File: config.mk
export PLATFORM = sky130hd
export DESIGN_NAME = deque_with_rotation_top
export DESIGN_NICKNAME = d
export VERILOG_FILES = /design/src/rtl/core/dqr_pkg.sv /design/src/rtl/core/dqr_ram.sv /design/src/rtl/core/dqr_ctrl.sv /design/src/rtl/core/dqr_dp.sv /design/src/rtl/core/deque_with_rotation_top.sv
export SDC_FILE = /design/constraint.sdc
export NUM_CORES = 1
export LEC_CHECK = 0
export BUFFER_PORTS_ARGS = -buffer_cell sky130_fd_sc_hd__buf_4
export CAP_MARGIN = 20
export CORE_MARGIN = 4
export CORE_UTILIZATION = 40
export CTS_BUF_LIST = sky130_fd_sc_hd__clkbuf_8
export CTS_CLUSTER_DIAMETER = 200
export DETAILED_ROUTE_END_ITERATION = 8
export PLACE_DENSITY = 0.55
export SLEW_MARGIN = 30
export SYNTH_ARGS = -nofsm -noshare
export SYNTH_HDL_FRONTEND = slang
export SYNTH_SLANG_ARGS = --single-unit
File: constraint.sdc
create_clock -name clock -period 4.7 [get_ports clock]
set_input_delay 0.47 -clock clock [delete_from_list [all_inputs] [get_ports clock]]
set_output_delay 0.47 -clock clock [all_outputs]
set_load 0.01 [all_outputs]
File: src/rtl/core/dqr_pkg.sv
`default_nettype none
package dqr_pkg;

   localparam int DEPTH_DEFAULT = 16;

   localparam int COMMAND_WIDTH = 3;
   localparam int VALUE_WIDTH   = 32;
   localparam int AMOUNT_WIDTH  = 31;
   localparam int STATUS_WIDTH  = 2;
   localparam int COUNT_WIDTH   = 5;

   localparam logic [COMMAND_WIDTH-1:0] CMD_PUSH_BACK  = 3'd0;
   localparam logic [COMMAND_WIDTH-1:0] CMD_PUSH_FRONT = 3'd1;
   localparam logic [COMMAND_WIDTH-1:0] CMD_POP_BACK   = 3'd2;
   localparam logic [COMMAND_WIDTH-1:0] CMD_POP_FRONT  = 3'd3;
   localparam logic [COMMAND_WIDTH-1:0] CMD_ROT_LEFT   = 3'd4;
   localparam logic [COMMAND_WIDTH-1:0] CMD_ROT_RIGHT  = 3'd5;

   localparam logic [STATUS_WIDTH-1:0] STATUS_DONE  = 2'd0;
   localparam logic [STATUS_WIDTH-1:0] STATUS_EMPTY = 2'd1;
   localparam logic [STATUS_WIDTH-1:0] STATUS_FULL  = 2'd2;

   // Commands from the controller to the datapath.
   typedef struct packed {
      logic load_req;
      logic exec;
      logic div_step;
      logic plan;
      logic move_read;
      logic move_write;
      logic read_front;
      logic read_back;
      logic capture_back;
      logic load_out;
   } dqr_ctrl_type;

   // Status from the datapath to the controller.
   typedef struct packed {
      logic rot_go;
      logic div_last;
      logic move_go;
      logic steps_last;
      logic empty;
   } dqr_stat_type;

endpackage
`default_nettype wire

File: src/rtl/core/dqr_ram.sv
`default_nettype none
module dqr_ram #(
   parameter int WIDTH = 32,
   parameter int DEPTH = 16
) (
   input  wire logic                     clock,
   input  wire logic                     wr_en,
   input  wire logic [$clog2(DEPTH)-1:0] wr_addr,
   input  wire logic [WIDTH-1:0]         wr_data,
   input  wire logic [$clog2(DEPTH)-1:0] rd_addr,
   output logic      [WIDTH-1:0]         rd_data
);

   logic [WIDTH-1:0] mem_ff [DEPTH];
   logic [WIDTH-1:0] rd_data_ff;

   always_ff @(posedge clock) begin
      if (wr_en) begin
         mem_ff[wr_addr] <= wr_data;
      end
      rd_data_ff <= mem_ff[rd_addr];
   end

   assign rd_data = rd_data_ff;

endmodule
`default_nettype wire

File: src/rtl/core/dqr_ctrl.sv
`default_nettype none
module dqr_ctrl (
   input  wire logic                  clock,
   input  wire logic                  reset,
   input  wire logic                  req_valid,
   output logic                       req_stall,
   output logic                       rsp_valid,
   input  wire logic                  rsp_stall,
   input  wire dqr_pkg::dqr_stat_type stat,
   output dqr_pkg::dqr_ctrl_type      ctl
);

   localparam logic [3:0] S_IDLE   = 4'd0;
   localparam logic [3:0] S_EXEC   = 4'd1;
   localparam logic [3:0] S_DIV    = 4'd2;
   localparam logic [3:0] S_PLAN   = 4'd3;
   localparam logic [3:0] S_MREAD  = 4'd4;
   localparam logic [3:0] S_MWRITE = 4'd5;
   localparam logic [3:0] S_FRONT  = 4'd6;
   localparam logic [3:0] S_BACK   = 4'd7;
   localparam logic [3:0] S_CAPT   = 4'd8;
   localparam logic [3:0] S_DONE   = 4'd9;

   logic [3:0] state_ff, state_in;
   logic       rsp_valid_ff, rsp_valid_in;

   always_comb begin
      ctl          = '0;
      state_in     = state_ff;
      rsp_valid_in = rsp_valid_ff && rsp_stall;
      unique case (state_ff)
         S_IDLE: begin
            if (req_valid) begin
               ctl.load_req = 1'b1;
               state_in     = S_EXEC;
            end
         end
         S_EXEC: begin
            ctl.exec = 1'b1;
            state_in = stat.rot_go ? S_DIV : S_FRONT;
         end
         S_DIV: begin
            ctl.div_step = 1'b1;
            if (stat.div_last) begin
               state_in = S_PLAN;
            end
         end
         S_PLAN: begin
            ctl.plan = 1'b1;
            state_in = stat.move_go ? S_MREAD : S_FRONT;
         end
         S_MREAD: begin
            ctl.move_read = 1'b1;
            state_in      = S_MWRITE;
         end
         S_MWRITE: begin
            ctl.move_write = 1'b1;
            state_in       = stat.steps_last ? S_FRONT : S_MREAD;
         end
         S_FRONT: begin
            if (stat.empty) begin
               state_in = S_DONE;
            end else begin
               ctl.read_front = 1'b1;
               state_in       = S_BACK;
            end
         end
         S_BACK: begin
            ctl.read_back = 1'b1;
            state_in      = S_CAPT;
         end
         S_CAPT: begin
            ctl.capture_back = 1'b1;
            state_in         = S_DONE;
         end
         S_DONE: begin
            if (!rsp_valid_ff || !rsp_stall) begin
               ctl.load_out = 1'b1;
               rsp_valid_in = 1'b1;
               state_in     = S_IDLE;
            end
         end
         default: begin
            state_in = S_IDLE;
         end
      endcase
   end

   always_ff @(posedge clock) begin
      if (reset) begin
         state_ff     <= S_IDLE;
         rsp_valid_ff <= 1'b0;
      end else begin
         state_ff     <= state_in;
         rsp_valid_ff <= rsp_valid_in;
      end
   end

   assign req_stall = (state_ff != S_IDLE);
   assign rsp_valid = rsp_valid_ff;

endmodule
`default_nettype wire

File: src/rtl/core/dqr_dp.sv
`default_nettype none
module dqr_dp #(
   parameter int DEPTH = dqr_pkg::DEPTH_DEFAULT
) (
   input  wire logic                                    clock,
   input  wire logic                                    reset,
   input  wire dqr_pkg::dqr_ctrl_type                   ctl,
   output dqr_pkg::dqr_stat_type                        stat,
   input  wire logic        [dqr_pkg::COMMAND_WIDTH-1:0] req_command,
   input  wire logic signed [dqr_pkg::VALUE_WIDTH-1:0]   req_value,
   input  wire logic        [dqr_pkg::AMOUNT_WIDTH-1:0]  req_amount,
   output logic             [dqr_pkg::STATUS_WIDTH-1:0]  rsp_status,
   output logic             [dqr_pkg::COUNT_WIDTH-1:0]   rsp_count,
   output logic signed      [dqr_pkg::VALUE_WIDTH-1:0]   rsp_front_value,
   output logic signed      [dqr_pkg::VALUE_WIDTH-1:0]   rsp_back_value
);

   localparam int ADW = $clog2(DEPTH);
   localparam int CW  = $clog2(DEPTH + 1);
   localparam int AW  = dqr_pkg::AMOUNT_WIDTH;
   localparam int BCW = $clog2(AW);
   localparam int VW  = dqr_pkg::VALUE_WIDTH;

   // Ring index arithmetic; both operands are below DEPTH.
   function automatic logic [ADW-1:0] wrap_add(input logic [ADW-1:0] a,
                                               input logic [ADW-1:0] b);
      logic [ADW:0] s;
      s = {1'b0, a} + {1'b0, b};
      if (s >= (ADW+1)'(DEPTH)) begin
         s = s - (ADW+1)'(DEPTH);
      end
      return s[ADW-1:0];
   endfunction

   function automatic logic [ADW-1:0] wrap_dec(input logic [ADW-1:0] a);
      logic [ADW-1:0] r;
      r = (a == '0) ? ADW'(DEPTH - 1) : a - ADW'(1);
      return r;
   endfunction

   logic [dqr_pkg::COMMAND_WIDTH-1:0] cmd_ff;
   logic [VW-1:0]                     val_ff;
   logic [AW-1:0]                     amt_ff, amt_in;
   logic [CW-1:0]                     rem_ff, rem_in;
   logic [BCW-1:0]                    bit_ff, bit_in;
   logic [dqr_pkg::STATUS_WIDTH-1:0]  status_ff, status_in;
   logic [ADW-1:0]                    first_ff, first_in;
   logic [CW-1:0]                     count_ff, count_in;
   logic                              left_ff, left_in;
   logic [CW-1:0]                     steps_ff, steps_in;
   logic [VW-1:0]                     front_ff, back_ff;
   logic [dqr_pkg::STATUS_WIDTH-1:0]  out_status_ff;
   logic [dqr_pkg::COUNT_WIDTH-1:0]   out_count_ff;
   logic [VW-1:0]                     out_front_ff, out_back_ff;

   logic           full, empty, is_rot, is_left_cmd;
   logic [ADW-1:0] count_a, last_slot, first_inc, first_dec;
   logic [CW:0]    shifted, diff;
   logic [CW-1:0]  kl, kr;

   logic           we;
   logic [ADW-1:0] waddr, raddr;
   logic [VW-1:0]  wdata, rdata;

   assign full        = (count_ff == CW'(DEPTH));
   assign empty       = (count_ff == '0);
   assign is_rot      = (cmd_ff == dqr_pkg::CMD_ROT_LEFT) ||
                        (cmd_ff == dqr_pkg::CMD_ROT_RIGHT);
   assign is_left_cmd = (cmd_ff == dqr_pkg::CMD_ROT_LEFT);
   assign count_a     = count_ff[ADW-1:0];
   assign last_slot   = wrap_add(first_ff, ADW'(count_ff - CW'(1)));
   assign first_inc   = wrap_add(first_ff, ADW'(1));
   assign first_dec   = wrap_dec(first_ff);

   // One bit of the restoring remainder per step.
   assign shifted = {rem_ff, amt_ff[AW-1]};
   assign diff    = shifted - {1'b0, count_ff};

   // Left distance, and the equivalent right distance.
   assign kl = is_left_cmd ? rem_ff : count_ff - rem_ff;
   assign kr = count_ff - kl;

   assign stat.rot_go     = is_rot && (count_ff > CW'(1));
   assign stat.div_last   = (bit_ff == BCW'(AW - 1));
   assign stat.move_go    = (rem_ff != '0) && !full;
   assign stat.steps_last = (steps_ff == CW'(1));
   assign stat.empty      = empty;

   always_comb begin
      amt_in    = amt_ff;
      rem_in    = rem_ff;
      bit_in    = bit_ff;
      status_in = status_ff;
      first_in  = first_ff;
      count_in  = count_ff;
      left_in   = left_ff;
      steps_in  = steps_ff;
      we        = 1'b0;
      waddr     = first_ff;
      wdata     = val_ff;
      raddr     = first_ff;

      if (ctl.load_req) begin
         amt_in    = req_amount;
         rem_in    = '0;
         bit_in    = '0;
         status_in = dqr_pkg::STATUS_DONE;
      end

      if (ctl.exec) begin
         case (cmd_ff)
            dqr_pkg::CMD_PUSH_BACK: begin
               if (full) begin
                  status_in = dqr_pkg::STATUS_FULL;
               end else begin
                  we       = 1'b1;
                  waddr    = wrap_add(first_ff, count_a);
                  count_in = count_ff + CW'(1);
               end
            end
            dqr_pkg::CMD_PUSH_FRONT: begin
               if (full) begin
                  status_in = dqr_pkg::STATUS_FULL;
               end else begin
                  we       = 1'b1;
                  waddr    = first_dec;
                  first_in = first_dec;
                  count_in = count_ff + CW'(1);
               end
            end
            dqr_pkg::CMD_POP_BACK: begin
               if (empty) begin
                  status_in = dqr_pkg::STATUS_EMPTY;
               end else begin
                  count_in = count_ff - CW'(1);
               end
            end
            dqr_pkg::CMD_POP_FRONT: begin
               if (empty) begin
                  status_in = dqr_pkg::STATUS_EMPTY;
               end else begin
                  first_in = first_inc;
                  count_in = count_ff - CW'(1);
               end
            end
            default: begin
            end
         endcase
      end

      if (ctl.div_step) begin
         amt_in = {amt_ff[AW-2:0], 1'b0};
         rem_in = diff[CW] ? shifted[CW-1:0] : diff[CW-1:0];
         bit_in = bit_ff + BCW'(1);
      end

      if (ctl.plan) begin
         if (full) begin
            // A full ring rotates by moving the start slot alone.
            first_in = wrap_add(first_ff, kl[ADW-1:0]);
         end else begin
            left_in  = (kl <= kr);
            steps_in = (kl <= kr) ? kl : kr;
         end
      end

      if (ctl.move_read) begin
         raddr = left_ff ? first_ff : last_slot;
      end

      if (ctl.move_write) begin
         we       = 1'b1;
         waddr    = left_ff ? wrap_add(first_ff, count_a) : first_dec;
         wdata    = rdata;
         first_in = left_ff ? first_inc : first_dec;
         steps_in = steps_ff - CW'(1);
      end

      if (ctl.read_front) begin
         raddr = first_ff;
      end

      if (ctl.read_back) begin
         raddr = last_slot;
      end
   end

   dqr_ram #(
      .WIDTH (VW),
      .DEPTH (DEPTH)
   ) u_store (
      .clock   (clock),
      .wr_en   (we),
      .wr_addr (waddr),
      .wr_data (wdata),
      .rd_addr (raddr),
      .rd_data (rdata)
   );

   always_ff @(posedge clock) begin
      if (reset) begin
         first_ff <= '0;
         count_ff <= '0;
      end else begin
         first_ff <= first_in;
         count_ff <= count_in;
      end
   end

   always_ff @(posedge clock) begin
      if (ctl.load_req) begin
         cmd_ff <= req_command;
         val_ff <= req_value;
      end
      amt_ff    <= amt_in;
      rem_ff    <= rem_in;
      bit_ff    <= bit_in;
      status_ff <= status_in;
      left_ff   <= left_in;
      steps_ff  <= steps_in;
      if (ctl.read_back) begin
         front_ff <= rdata;
      end
      if (ctl.capture_back) begin
         back_ff <= rdata;
      end
      if (ctl.load_out) begin
         out_status_ff <= status_ff;
         out_count_ff  <= dqr_pkg::COUNT_WIDTH'(count_ff);
         out_front_ff  <= empty ? '0 : front_ff;
         out_back_ff   <= empty ? '0 : back_ff;
      end
   end

   assign rsp_status      = out_status_ff;
   assign rsp_count       = out_count_ff;
   assign rsp_front_value = out_front_ff;
   assign rsp_back_value  = out_back_ff;

endmodule
`default_nettype wire

File: src/rtl/core/deque_with_rotation_top.sv
`default_nettype none
// Bounded double-ended queue of signed 32-bit words kept in a ring of DEPTH
// slots. Each accepted item carries a command (push back, push front, pop
// back, pop front, rotate left, rotate right) and gives exactly one result
// with the status, the count after the command and the front and back words
// (zero when the queue is empty). A push into a full queue is dropped with a
// full status, and a pop from an empty queue is ignored with an empty status.
// Items are handled one at a time by a controller that sequences a datapath
// around a single-port-read ring memory. Pushes, pops and trivial rotations
// run an execute step, then read the front and back words out of the
// registered-read memory and capture them, then load the output register.
// When the queue is empty after the command, the memory reads are skipped.
// A real rotation first reduces the distance modulo the count with a
// restoring remainder unit that retires one bit per cycle, then, unless the
// ring is full, in which case only the start slot moves, it shifts items one
// at a time in the cheaper direction (one memory read, one write per item).
// The input is taken again as soon as the result is in the output register,
// even if the downstream side has not yet taken it.
module deque_with_rotation_top #(
   parameter int DEPTH = dqr_pkg::DEPTH_DEFAULT
) (
   input  wire logic                                    clock,
   input  wire logic                                    reset,
   input  wire logic                                    req_valid,
   output logic                                         req_stall,
   input  wire logic        [dqr_pkg::COMMAND_WIDTH-1:0] req_command,
   input  wire logic signed [dqr_pkg::VALUE_WIDTH-1:0]   req_value,
   input  wire logic        [dqr_pkg::AMOUNT_WIDTH-1:0]  req_amount,
   output logic                                         rsp_valid,
   input  wire logic                                    rsp_stall,
   output logic             [dqr_pkg::STATUS_WIDTH-1:0]  rsp_status,
   output logic             [dqr_pkg::COUNT_WIDTH-1:0]   rsp_count,
   output logic signed      [dqr_pkg::VALUE_WIDTH-1:0]   rsp_front_value,
   output logic signed      [dqr_pkg::VALUE_WIDTH-1:0]   rsp_back_value
);

   dqr_pkg::dqr_ctrl_type ctl;
   dqr_pkg::dqr_stat_type stat;

   // The controller owns both handshakes and the step sequence.
   dqr_ctrl u_ctrl (
      .clock     (clock),
      .reset     (reset),
      .req_valid (req_valid),
      .req_stall (req_stall),
      .rsp_valid (rsp_valid),
      .rsp_stall (rsp_stall),
      .stat      (stat),
      .ctl       (ctl)
   );

   // The datapath holds the ring pointers, the remainder unit, the memory
   // and the output register.
   dqr_dp #(
      .DEPTH (DEPTH)
   ) u_dp (
      .clock           (clock),
      .reset           (reset),
      .ctl             (ctl),
      .stat            (stat),
      .req_command     (req_command),
      .req_value       (req_value),
      .req_amount      (req_amount),
      .rsp_status      (rsp_status),
      .rsp_count       (rsp_count),
      .rsp_front_value (rsp_front_value),
      .rsp_back_value  (rsp_back_value)
   );

`ifndef SYNTHESIS
   // Once an item is taken, no other is taken until it is finished.
   a_one_at_a_time: assert property (@(posedge clock) disable iff (reset)
      (req_valid && !req_stall) |=> req_stall)
      else $error("item accepted while another is in progress");

   // A dropped push is reported only when the queue is full.
   a_full_status: assert property (@(posedge clock) disable iff (reset)
      (rsp_valid && rsp_status == dqr_pkg::STATUS_FULL) |->
      (rsp_count == dqr_pkg::COUNT_WIDTH'(DEPTH)))
      else $error("full status with a count below the depth");

   // An ignored pop leaves the queue empty.
   a_empty_status: assert property (@(posedge clock) disable iff (reset)
      (rsp_valid && rsp_status == dqr_pkg::STATUS_EMPTY) |-> (rsp_count == '0))
      else $error("empty status with a nonzero count");

   // An empty queue reports zero front and back words.
   a_empty_values: assert property (@(posedge clock) disable iff (reset)
      (rsp_valid && rsp_count == '0 && DEPTH < 32) |->
      (rsp_front_value == '0 && rsp_back_value == '0))
      else $error("nonzero words reported for an empty queue");
`endif

endmodule
`default_nettype wire
==> After elaboration in Yosys (flattened, before gate mapping) <==
Memories as Yosys holds them, arrays and structs flattened. A register that Yosys moved wholly into a read port is not among the register bits.
Index checks and enable logic that the tools add are counted.
{ "word_totals": {"ff_bits": 233, "mem_bits_rw": 512, "input_bits": 70, "out_inout_bits": 73, "elab_cells": 160, "mem_count": 1} }
{ "memory_table": {"columns": ["name", "words", "word_bits", "rd", "rd_ports_with_merged_regs", "wr", "line", "rtl"], "rows": [
  ["u_dp.u_store.mem_ff", 16, 32, 1, 1, 1, "dqr_ram.sv:14", "logic [WIDTH-1:0] mem_ff [DEPTH];"]
]} }
{ "op_classes": {"n_addsub": 16, "n_lt_le_gt_ge": 6, "n_eq_ne": 23, "mux": 71, "bitwise": 1, "n_reduce_logical": 23} }
{ "ops": {"columns": ["operator", "count"], "rows": [
  ["4-bit 2-to-1 mux", 24],
  ["31-bit 2-to-1 mux", 2],
  ["5-bit 2-to-1 mux", 11],
  ["4-bit case mux with 10 select lines", 1],
  ["32-bit 2-to-1 mux", 1],
  ["1-bit 2-to-1 mux", 21],
  ["5-bit >= comparator (second input constant)", 4],
  ["4-bit by 1-bit subtractor with 4-bit output (second input constant)", 5],
  ["4-bit by 3-bit == test with 1-bit output (second input constant)", 4],
  ["4-bit case mux with 2 select lines", 2],
  ["4-bit by 4-bit adder with 5-bit output", 3],
  ["2-bit 2-to-1 mux", 6],
  ["5-bit by 1-bit adder with 5-bit output (second input constant)", 2],
  ["5-bit == test (second input constant)", 2],
  ["2-bit != test (second input constant)", 5],
  ["5-bit case mux with 2 select lines", 1],
  ["5-bit by 1-bit subtractor with 5-bit output (second input constant)", 2],
  ["5-bit subtractor", 2],
  ["4-bit by 2-bit == test with 1-bit output (second input constant)", 2],
  ["4-bit == test (second input constant)", 2],
  ["4-bit logical NOT", 2],
  ["3-bit by 2-bit == test with 1-bit output (second input constant)", 2],
  ["3-bit == test (second input constant)", 2],
  ["2-bit nonzero test", 3],
  ["other kinds (22)", 29]
]} }

==> Logic depth before layout (Yosys ltp) <==
{ "depth": {"depth_word": 9, "ltp_mapped": 17, "depth_no_buf": 17} }

==> Hierarchy <==
A second synthesis with hierarchy kept.
{ "hier_totals": {"hier_cells": 1622, "hier_area_um2": 30490.5} }
{ "by_module_without_submodules": {"columns": ["mod", "instances", "cells_per_inst", "area_each_um2", "seq_area_each_um2"], "rows": [
  ["dqr_ram", 1, 838, 19854.0, 16015.4],
  ["dqr_dp", 1, 733, 10273.6, 6726.5],
  ["dqr_ctrl", 1, 51, 362.8, 100.1]
]} }

==> Least setup slack after synthesis <==
No wires, ideal clock.
{ "synth_path": {"path_kind": "register -> register", "startpoint": "register u_ctrl.state_ff[1]", "endpoint": "register u_dp.out_back_ff[0] (netlist: u_dp.rsp_back_value[0]), enable pin", "arrival_ns": 3.819, "setup_slack_ns": 0.381, "path_stages_with_launch": 5, "path_cell_list": "dfxtp_1 clkbuf_1 nor2_1 nand2_1 nor2_1"} }
{ "synth_rtl": {"columns": ["item", "line", "rtl"], "rows": [
  ["start, declared", "dqr_ctrl.sv:24", "logic [3:0] state_ff, state_in;"],
  ["start signal, assigned", "dqr_ctrl.sv:94", "state_ff <= state_in;"],
  ["end signal, assigned", "dqr_dp.sv:231", "out_back_ff <= empty ? '0 : back_ff;"],
  ["end, declared", "dqr_dp.sv:54", "logic [VW-1:0] out_front_ff, out_back_ff;"]
]} }

==> Worst setup path after layout <==
{ "layout_path": {"startpoint": "register u_dp.rem_ff[0]", "endpoint": "register u_dp.steps_ff[0] (data pin)"} }
{ "layout_between": {"elab_chain_cells": 8} }
{ "layout_lines": {"columns": ["item", "line", "rtl"], "rows": [
  ["start, declared", "dqr_dp.sv:44", "logic [CW-1:0] rem_ff, rem_in;"],
  ["start signal, assigned", "dqr_dp.sv:216", "rem_ff <= rem_in;"],
  ["5-bit subtractor", "dqr_dp.sv:80", "assign kl = is_left_cmd ? rem_ff : count_ff - rem_ff;"],
  ["5-bit 2-to-1 mux (*)", "dqr_dp.sv:80", null],
  ["5-bit subtractor", "dqr_dp.sv:81", "assign kr = count_ff - kl;"],
  ["5-bit less-or-equal comparator", "dqr_dp.sv:163", "steps_in = (kl <= kr) ? kl : kr;"],
  ["5-bit 2-to-1 mux (*)", "dqr_dp.sv:163", null],
  ["5-bit 2-to-1 mux (*)", "dqr_dp.sv:158", "if (full) begin"],
  ["5-bit 2-to-1 mux (*)", "dqr_dp.sv:157", "if (ctl.plan) begin"],
  ["5-bit 2-to-1 mux (*)", "dqr_dp.sv:171", "if (ctl.move_write) begin"],
  ["via u_dp.steps_in[0]", "dqr_dp.sv:50", "logic [CW-1:0] steps_ff, steps_in;"],
  ["end signal, assigned", "dqr_dp.sv:220", "steps_ff <= steps_in;"],
  ["end, declared", "dqr_dp.sv:50", null]
]} }
The timed path passes the listed nets; every way through them passes the cells marked *. The select of a mux whose other input is x is not followed.
A chain may end at the register's enable or synchronous reset.

==> results.md <==
* Met1 Use GR at between 20% and 30%
* Ports at 143
* Crit. End Element: flop
* Worst-Skew Late Latency at roughly 770 ps
* Max-cap violations at 0
* Chip height at between 200 and 300 um
* Critical path cell sequence: ha_1, inv_1, fa_1, mux2i_1, inv_2, fa_1, maj3_2, maj3_2, xnor2_2, ha_1, nand4b_1, mux2i_1, o211ai_1, nand3b_1, mux2_2, a21oi_1
* Area grow syn2layout at 19.13%
* HPWL after detailed placement at between 40000 and 50000 um
* Detailed Route Iter0 Violations at about 1800
* Final worst clock skew at just under 40 ps
* Worst-path clk slew at around 60 ps
* Startpoint Class: flop
* CP required at roughly 5300 ps
* Internal power of the cells at between 10000 and 15000 uW
* Sequential-to-total area share from yosys stat at between 70% and 80%
* Relative slew slack at between 40% and 50%
* Ys async rst share at 0%
* Pwr Density at 550.2 mW/mm^2
* Busiest grt layer: met2
* Antenna Nets Post-Route at 0
* Seq pwr share at between 40 and 50%
* Power share of the combinational group at ~27%
* DRT Pass-1 Iters at 6
* Sequential Area at 0.02284 mm^2
* Count of cell types in the netlist at a little over 70
* Area of the multi-input gates at 0.008016 mm^2
* Sw Ratio at approximately 34%
* Slew @ Worst Pin at between 800 and 900 ps
* Setup TNS at 0 ps
* Die Span X at 287.9 um
* First-pass GRT wire length at ~120000 um
* Avg Inst Size Synth at 13.45 um^2
* Post-synth design cell area at 0.03134 mm^2
* Core Util, Final at between 40% and 50%
* Antenna violations before repair at 3
* Hold_sp: req_valid
* # port buffers at 142
* Die area at 0.08290 mm^2
* Largest incremental delay on the critical path at ~450 ps
* Final period utilization at 94.29%
* Vias per cell at 5.294
* Reg-to-reg startpoint: u_dp.rem_ff[0]
* WL/cell at 20.88 um
* Min-delay worst type: input pin to flop
* Final WL at 78490 um
* LEAKAGE at approximately 0.013 uW
* Core area at around 0.078 mm^2
* Final Critical Period at approximately 4400 ps
* Met2 usage at approximately 29%
* Setup crit start: u_dp.rem_ff[0]
* Proportion of layout cells with a drive suffix above 1 at 15.79%
* Final hold vios at 0
* CTS tree: done
* CTS max path bufs at 3
* CP Class: flop to flop
* Drt drc at 0
* CTS root buf: clkbuf_8
* RSZ-0062 raised after global routing: no
* Fill cell total of the finished layout at 6822
* GRT Util Overall at a little under a fifth
* Num CTS Buffers at about 140
* Worst Slack Setup Final at between 200 and 300 ps
* Final slew viol count at 0
* Clock power share at 27.4%
* Mapped Nets at between 2000 and 2500
* Pin count of the biggest net entering global routing at 76
* Met3 Track Usage GR at 4.173%
* Status: complete, no violations
* Flops & latches, synth at 777
* Number of nets in the layout at between 2000 and 3000
* CP arrival at roughly 5000 ps
* Vias at roughly 20000
* Slowest CP cell: edfxtp_1
* Pre-CTS WS at ~260 ps
* Top achievable clock speed at around 230 MHz
* GPL Wtd Cong at 0.8420
* Post-synthesis cell count at ~2300
* Peak supply drop at between 0.2 and 0.3 mV
* Initial Utilization at just over 40%
* Gr ovfl total at 0
* Synth Warn # at 0
* Clk sink count at 777
* Core Rows at between 100 and 150
* Crit path max fanout at 5
* EDFF count, synth at 728
* Setup-failing EPs final at 0
* Dominant synthesized flop cell: edfxtp_1
* Most common cell after layout, fill and taps aside: edfxtp_1
* Vias in the first global route at a little under 20000
* Most frequent cells in the layout: edfxtp_1, nand2_1, buf_4
* Psw at approximately 7000 uW
* CTS H-tree lvls at 4
==> worst max-delay path, delay by kind of cell (launching register included) <==
kind / cells / cell delay [ps]
simple gates: 2 / 350
fa+ha+maj: 6 / 2090
compound gates: 2 / 280
flops: 1 / 450
mux: 3 / 750
xor+xnor: 1 / 150
buf+inv: 2 / 190
==> per-stage QoR <==
step / total power, uW / std cells / hold WS (ps) / cell area [um^2]
2_1_floorplan: 12900 / 2330 / 406.4 / 31340
3_3_place_gp: 14830 / 3441 / 424.2 / 34090
3_5_place_dp: 15010 / 3441 / 425.6 / 34090
4_1_cts: 20750 / 3753 / 107.7 / 37260
5_1_grt: 21770 / 3758 / 193.1 / 37330
6_report: 20540 / 3759 / 199.8 / 37340
==> Yosys cell counts, types with 7 or more instances <==
| cell | n | area [um^2] |
|---|---|---|
| a2111oi_0 | 24 | 210.2 |
| a211oi_1 | 79 | 593.1 |
| a21oi_1 | 103 | 515.5 |
| a22o_1 | 30 | 262.8 |
| a32oi_1 | 10 | 87.58 |
| and2_1 | 66 | 412.9 |
| buf_1 | 17 | 63.81 |
| buf_2 | 15 | 75.07 |
| clkbuf_1 | 104 | 390.4 |
| dfxtp_1 | 49 | 980.9 |
| edfxtp_1 | 728 | 21860 |
| ha_1 | 33 | 412.9 |
| inv_1 | 54 | 202.7 |
| mux2i_1 | 21 | 210.2 |
| nand2_1 | 440 | 1652 |
| nand2b_1 | 9 | 56.30 |
| nand3_1 | 179 | 895.9 |
| nand4_1 | 46 | 287.8 |
| nor2_1 | 83 | 311.6 |
| nor3_1 | 10 | 50.05 |
| o21ai_0 | 60 | 300.3 |
| o41ai_1 | 24 | 210.2 |
| or3_1 | 7 | 43.79 |
| xnor2_1 | 22 | 192.7 |
| xor2_1 | 15 | 131.4 |
==> kinds of logic (layout without fill, tap and decap cells) <==
group                      Yosys count  in the layout  share of synthesized area (%)
AOI/OAI and AO/OA                  380            380                          8.260
xor gates and xnor gates            38             38                          1.086
DFF                                777            777                          72.88
and+or+nand+nor                    873            873                          12.65
other                                0              2                              0
adders and majority gates           41             41                          1.773
buffers and inverters              194            581                          2.431
muxes                               27             27                         0.9222
==> registers in the layout, summed over array words and instances (netlist names), 5 cells and up <==
name / cells
u_dp.u_store.mem_ff: 512
u_dp.front_ff: 32
u_dp.rsp_back_value: 32
u_dp.back_ff: 32
u_dp.rsp_count: 5
u_dp.bit_ff: 5
u_dp.count_ff: 5
u_dp.rsp_front_value: 32
u_dp.amt_ff: 31
u_dp.steps_ff: 5
u_dp.val_ff: 32
u_dp.u_store.rd_data: 32
u_dp.rem_ff: 5
==> cell type report <==
type                    instances  area share (%)
flip-flops and latches        777           61.18
multi-input cells            1359           21.47
repair buffers                282           6.642
clock buffers                 142           5.235
well taps                    1040           3.485
clock inverters               101           1.408
inverters                      56          0.5664
diodes                          2         0.01340
==> layer usage <==
layer	vias to the layer above	part of all wire [%]
li1	9304	-
met2	648	46
met5	-	0
met3	142	6.3
met1	9805	45
met4	0	2.5
==> worst paths after layout <==
check                       endpoint  slack [ps]  cells past startpoint
setup reg to reg    u_dp.steps_ff[0]         270                     16
hold reg to reg   u_dp.rsp_status[1]         440                      0
hold / removal        u_dp.amt_ff[0]         200                      4
setup / recovery    u_dp.steps_ff[0]         270                     16
==> power groups by stage <==
stage / logic (uW) / registers, uW / clock network [uW]
floorplan: 3810 / 9090 / 0
global placement: 5420 / 9410 / 0
detailed placement: 5570 / 9430 / 0
CTS: 5640 / 9300 / 5810
global route: 6270 / 9360 / 6150
finish: 5620 / 9300 / 5620
==> timing repair <==
| item | in CTS | in global routing |
|---|---|---|
| setup buffers | 0 | 2 |
| endpoints found under the setup margin | 0 | 2 |
| resized for setup | 0 | 1 |
| endpoints found under the hold margin | 79 | 0 |
| hold buffers | 69 | 0 |
No activity file was read; power rests on OpenSTA's default activity.
